[src/tmec_pkg.sv]
// ----------------------------------------------------------------------------
// tmec_pkg
// shared types, codes and fixed-point helpers of the master effort controller
// ----------------------------------------------------------------------------
package tmec_pkg;

    localparam logic signed [31:0] MAX32    = 32'sh7fffffff;
    localparam logic signed [31:0] MIN32    = 32'sh80000000;
    localparam logic signed [31:0] DEADBAND = 32'sd66;     // 0.001 in q16.16
    localparam logic signed [31:0] Q_ONE    = 32'sd65536;

    typedef enum logic [1:0] {
        MODE_FOUR    = 2'd0,
        MODE_WAVE    = 2'd1,
        MODE_PASSIVE = 2'd2,
        MODE_RESET   = 2'd3
    } t_mode;

    typedef enum logic [2:0] {
        REG_KP_MASTER   = 3'd0,
        REG_KV_MASTER   = 3'd1,
        REG_KP_COUPLING = 3'd2,
        REG_KV_COUPLING = 3'd3,
        REG_KF_COUPLING = 3'd4,
        REG_WAVE_ROOT   = 3'd5,
        REG_FILTER_TC   = 3'd6,
        REG_ALPHA_LIMIT = 3'd7
    } t_reg_idx;

    typedef enum logic [2:0] {
        S_IDLE, S_READ, S_MUL, S_ACC, S_ALPHA, S_DIV, S_WRITE, S_OUT
    } t_state;

    // one entry per multiply of the step sequence
    typedef enum logic [4:0] {
        OP_CM0, OP_CM1, OP_C10, OP_C11, OP_C3,
        OP_B, OP_I0, OP_I1, OP_I2, OP_U0, OP_U1, OP_F,
        OP_P0, OP_P1, OP_P2, OP_P3, OP_A0, OP_A1, OP_EF
    } t_op;

    // per-axis state word held in the state memory
    typedef struct packed {
        logic signed [31:0] energy;
        logic signed [31:0] alpha;
        logic signed [31:0] vel;
        logic signed [31:0] filt;
    } t_axis_state;

    typedef struct packed {
        logic        start;
        logic [47:0] num;
        logic [31:0] den;
    } t_div_req;

    function automatic logic signed [31:0] sat32(input logic signed [65:0] v);
        if (v > 66'sd2147483647) begin
            return MAX32;
        end else if (v < -66'sd2147483648) begin
            return MIN32;
        end
        return v[31:0];
    endfunction

    function automatic logic signed [65:0] x66(input logic signed [31:0] v);
        return 66'(v);
    endfunction

endpackage

[src/tmec_div.sv]
// ----------------------------------------------------------------------------
// tmec_div
// unsigned restoring divider, 48-bit dividend by 32-bit divisor, one bit a cycle
// ----------------------------------------------------------------------------
module tmec_div import tmec_pkg::*; (
    input  logic        i_clk,
    input  logic        i_rst_n,
    input  t_div_req    i_req,
    output logic        o_done,
    output logic [47:0] o_quo
);

    logic [47:0] r_q;
    logic [32:0] r_rem;
    logic [31:0] r_den;
    logic [5:0]  r_cnt;
    logic        r_busy;
    logic        r_done;
    logic [32:0] rem_sh;
    logic        take;

    assign rem_sh = {r_rem[31:0], r_q[47]};
    assign take   = (rem_sh >= {1'b0, r_den});

    always_ff @(posedge i_clk) begin
        if (!i_rst_n) begin
            r_busy <= 1'b0;
            r_done <= 1'b0;
            r_cnt  <= '0;
        end else begin
            r_done <= 1'b0;
            if (i_req.start) begin
                r_busy <= 1'b1;
                r_cnt  <= '0;
            end else if (r_busy) begin
                r_cnt <= r_cnt + 6'd1;
                if (r_cnt == 6'd47) begin
                    r_busy <= 1'b0;
                    r_done <= 1'b1;
                end
            end
        end
    end

    always_ff @(posedge i_clk) begin
        if (i_req.start) begin
            r_q   <= i_req.num;
            r_rem <= '0;
            r_den <= i_req.den;
        end else if (r_busy) begin
            r_rem <= take ? (rem_sh - {1'b0, r_den}) : rem_sh;
            r_q   <= {r_q[46:0], take};
        end
    end

    assign o_done = r_done;
    assign o_quo  = r_q;

endmodule
[config.mk]
export PLATFORM = sky130hd
export DESIGN_NAME = tmec_div
export DESIGN_NICKNAME = d
export VERILOG_FILES = /design/src/tmec_pkg.sv /design/src/tmec_div.sv
export SDC_FILE = /design/constraint.sdc
export NUM_CORES = 1
export LEC_CHECK = 0
export ABC_AREA = 1
export BUFFER_PORTS_ARGS = -buffer_cell sky130_fd_sc_hd__buf_2
export CAP_MARGIN = 20
export CORE_AREA = 2 2 194 139
export DETAILED_ROUTE_END_ITERATION = 7
export DIE_AREA = 0 0 196 141
export PLACE_DENSITY = 0.47
export SYNTH_ARGS = -nofsm -noshare
export SYNTH_HDL_FRONTEND = slang
export SYNTH_SLANG_ARGS = --single-unit
[constraint.sdc]
create_clock -name i_clk -period 8.1 [get_ports i_clk]
set_input_delay 0.405 -clock i_clk [delete_from_list [all_inputs] [get_ports i_clk]]
set_output_delay 0.405 -clock i_clk [all_outputs]
set_load 0.02 [all_outputs]
==> metrics.yaml <==
path_cells: "inv_1 > ha_1 > nand2_1 > nand2_1 > nand2_1 > nand2_1 > nand2_1 > nand2_1 > nand2_1 > nand2_1 > nor2_4 > nand2_8 > nand2_1 > nand3_1 > o21ai_1"
timing.rr.end: "r_rem[12]$_SDFFE_PP0P_"
clock.fmax_mhz: 346
worstMarginPinSlew_ns: 1.05
clkSinkCount: 120
crit_path_start_kind: "register"
ant_nets: 0
design.core.area_um2: 26000
crit_required_ns: 8.45
p_per_area_nw_per_um2: 182
die_height_um: 141
drv_slew: 0
tns_ns: 0
slew_headroom: 0.299
cts_resized: 0
grt_pass1_vias: 6480
wirelength_mm: 22.6
endpoint_kind: "register"
grt_max_degree: 62
grt_pass1_wl_mm: 36.2
gp_congestion: 0.882
grtUsageTotal: 0.169
dr.pass1.iters: 5
ios: 132
viasPerCell: 4.38
skew_ns: 0.00755
reg2reg_slack_ns: 5.21
nets: 1306
r2r_start: "r_den[18]$_DFFE_PP_"
drv_cap: 0
io_buffers: 131
cts_setup_buffers: 0
cts_tree: "yes"
h-tree-depth: 4
rr_worst_depth: 15
crit_top_cell: "nand2_1"
synth-async-reset-ratio: 0
vias: 6748
peakVddDrop_mv: 0.141
fillers: 2870
max_stage_delay_ns: 0.79
clk_pin_slew_ns: 0.06
hold_path_class: "input pin to register"
total_leakage_power_nw: 4.80
grt-ovfl-total: 0
fin_crit_ns: 2.89
crit_path_start: "r_den[18]$_DFFE_PP_"
hold_buffers: 0
rows: 50
antenna_found_initial: 1
seq_area_um2: 3200
total_power_mw: 1.66
synth-main-ff-cell: "edfxtp_1"
wl_per_cell_um: 14.7
syn_avg_cell_area_um2: 7.17
synth.ff_latch_count: 120
syn_nets: 1177
drt_first_iter_violations: 520
hold_viol: 0
root_buffer: "clkbuf_16"
critical_path_class: "register to register"
die_x_um: 196
worstPathMaxFanout: 34
die_area_um2: 27600
setup_viol: 0
layout-drive-gt1-share: 0.167
start_util: 0.292
cts.path.max_buffers: 2
layout_common_cells: "432 x nand2_1, 185 x inv_1, 130 x buf_2"
drc: 0
status: "complete, no violations"
syn_to_final_growth_pct: 19.9
synth_edf_count: 80
synth_area_um2: 7600
yosysUniqueCellTypes: 39
rsz0062_at_grt: "false"
cp-endpoint: "r_rem[12]$_SDFFE_PP0P_"
final_common_cell: "nand2_1"
antenna_cells: 0
yosys_warnings: 0
crit_arrival_ns: 3.24
syn_inst: 1060
multiInputGateArea_um2: 3530
post-route-period-util: 0.357
dp_hpwl_mm: 17.0
crit_slowest_cell: "nor2_4"
synth.yosys.seq_area_share: 0.421
clock_latency_ns: 0.42
cts_buffers: 17
==> flip-flops by register name, summed over array words and instances, names as in the netlist <==
name	count
r_rem	32
o_quo	48
r_den	32
o_done	1
r_cnt	6
r_busy	1
==> critical path: cells and delay by family, from the launching register on <==
kind / cells / cell delay [ns]
AND/OR/NAND/NOR: 12 / 1.99
flip-flops: 1 / 0.37
adder cells (fa/ha/maj): 1 / 0.27
AO/OA/AOI/OAI: 1 / 0.09
buffers and inverters: 1 / 0.07
==> kinds of logic (layout without fill, tap and decap cells) <==
| logic type | Yosys count | after routing | share of synthesized area |
|---|---|---|---|
| AO/OA/AOI/OAI | 45 | 45 | 0.0329 |
| XOR/XNOR | 14 | 14 | 0.0161 |
| adder cells (fa/ha/maj) | 34 | 34 | 0.0569 |
| buffers and inverters | 215 | 357 | 0.115 |
| flip-flops | 120 | 120 | 0.421 |
| AND/OR/NAND/NOR | 632 | 632 | 0.358 |
==> how the worst min path moves through the flow <==
stage                                         to  slack (ns)                    from  cells past startpoint
after floorplan           r_rem[16]$_SDFFE_PP0P_        0.44  r_rem[16]$_SDFFE_PP0P_                      2
after CTS                    r_den[31]$_DFFE_PP_        0.13               i_req[31]                      1
after global routing          r_den[2]$_DFFE_PP_        0.13                i_req[2]                      1
after detailed placement  r_rem[23]$_SDFFE_PP0P_        0.46  r_rem[23]$_SDFFE_PP0P_                      2
after global placement    r_rem[17]$_SDFFE_PP0P_        0.46  r_rem[17]$_SDFFE_PP0P_                      2
final                        r_den[31]$_DFFE_PP_        0.15               i_req[31]                      1
==> synth_stat cells (2+ instances only) <==
| library cell | count | area [um^2] |
|---|---|---|
| buf_6 | 2 | 22.5 |
| ha_1 | 33 | 413 |
| nor2_4 | 2 | 22.5 |
| nor2_1 | 45 | 169 |
| o21bai_1 | 5 | 37.5 |
| nand3_2 | 10 | 100 |
| nand3_1 | 93 | 465 |
| clkbuf_1 | 12 | 45.0 |
| nor3_1 | 6 | 30.0 |
| nand3b_1 | 10 | 75.1 |
| nand2_2 | 6 | 37.5 |
| buf_4 | 3 | 22.5 |
| buf_12 | 2 | 40.0 |
| inv_1 | 186 | 698 |
| nor3b_1 | 3 | 22.5 |
| o21ai_1 | 13 | 65.1 |
| xor2_1 | 3 | 26.3 |
| buf_2 | 6 | 30.0 |
| nor2_2 | 8 | 50.1 |
| nand2_1 | 432 | 1620 |
| inv_2 | 3 | 11.3 |
| a21oi_1 | 19 | 95.1 |
| dfxtp_1 | 40 | 801 |
| xnor2_1 | 11 | 96.3 |
| o21ai_0 | 3 | 15.0 |
| edfxtp_1 | 80 | 2400 |
| nand4_1 | 12 | 75.1 |
==> per-stage QoR <==
| step | utilization | setup WS [ns] | cell area [um^2] | hold slack [ns] | instances |
|---|---|---|---|---|---|
| 3_5_place_dp | 0.329 | 5.20 | 8560 | 0.460 | 1508 |
| 2_1_floorplan | - | 5.25 | 7600 | 0.444 | 1060 |
| 3_3_place_gp | 0.329 | 5.22 | 8560 | 0.459 | 1508 |
| 5_1_grt | 0.350 | 4.86 | 9120 | 0.135 | 1540 |
| 4_1_cts | 0.350 | 5.19 | 9120 | 0.127 | 1540 |
| 6_report | 0.350 | 5.21 | 9120 | 0.154 | 1540 |
==> report_power, final <==
part,total (mW),internal [mW],switching (mW)
sequential,0.719,0.701,0.0178
clock,0.724,0.423,0.301
combinational,0.214,0.0694,0.144
==> per-layer routing <==
| layer | GRT usage | routed length [um] | vias up | part of all wire |
|---|---|---|---|---|
| met3 | 0.0373 | 1220 | 17 | 0.054 |
| met5 | 0 | 0 | - | 0 |
| met4 | 0.0447 | 310 | 0 | 0.014 |
| met2 | 0.229 | 8760 | 128 | 0.39 |
| li1 | - | - | 3567 | - |
| met1 | 0.264 | 12300 | 3036 | 0.54 |
==> cell type report <==
cell class	count	share of cell area
Sequential cell	120	0.351
Inverter	189	0.0778
Timing Repair Buffer	136	0.0763
Clock buffer	19	0.0475
Tap cell	338	0.0464
Multi-Input combinational cell	725	0.387
Clock inverter	13	0.0136
Note: power is estimated with default switching activity, not from simulation.
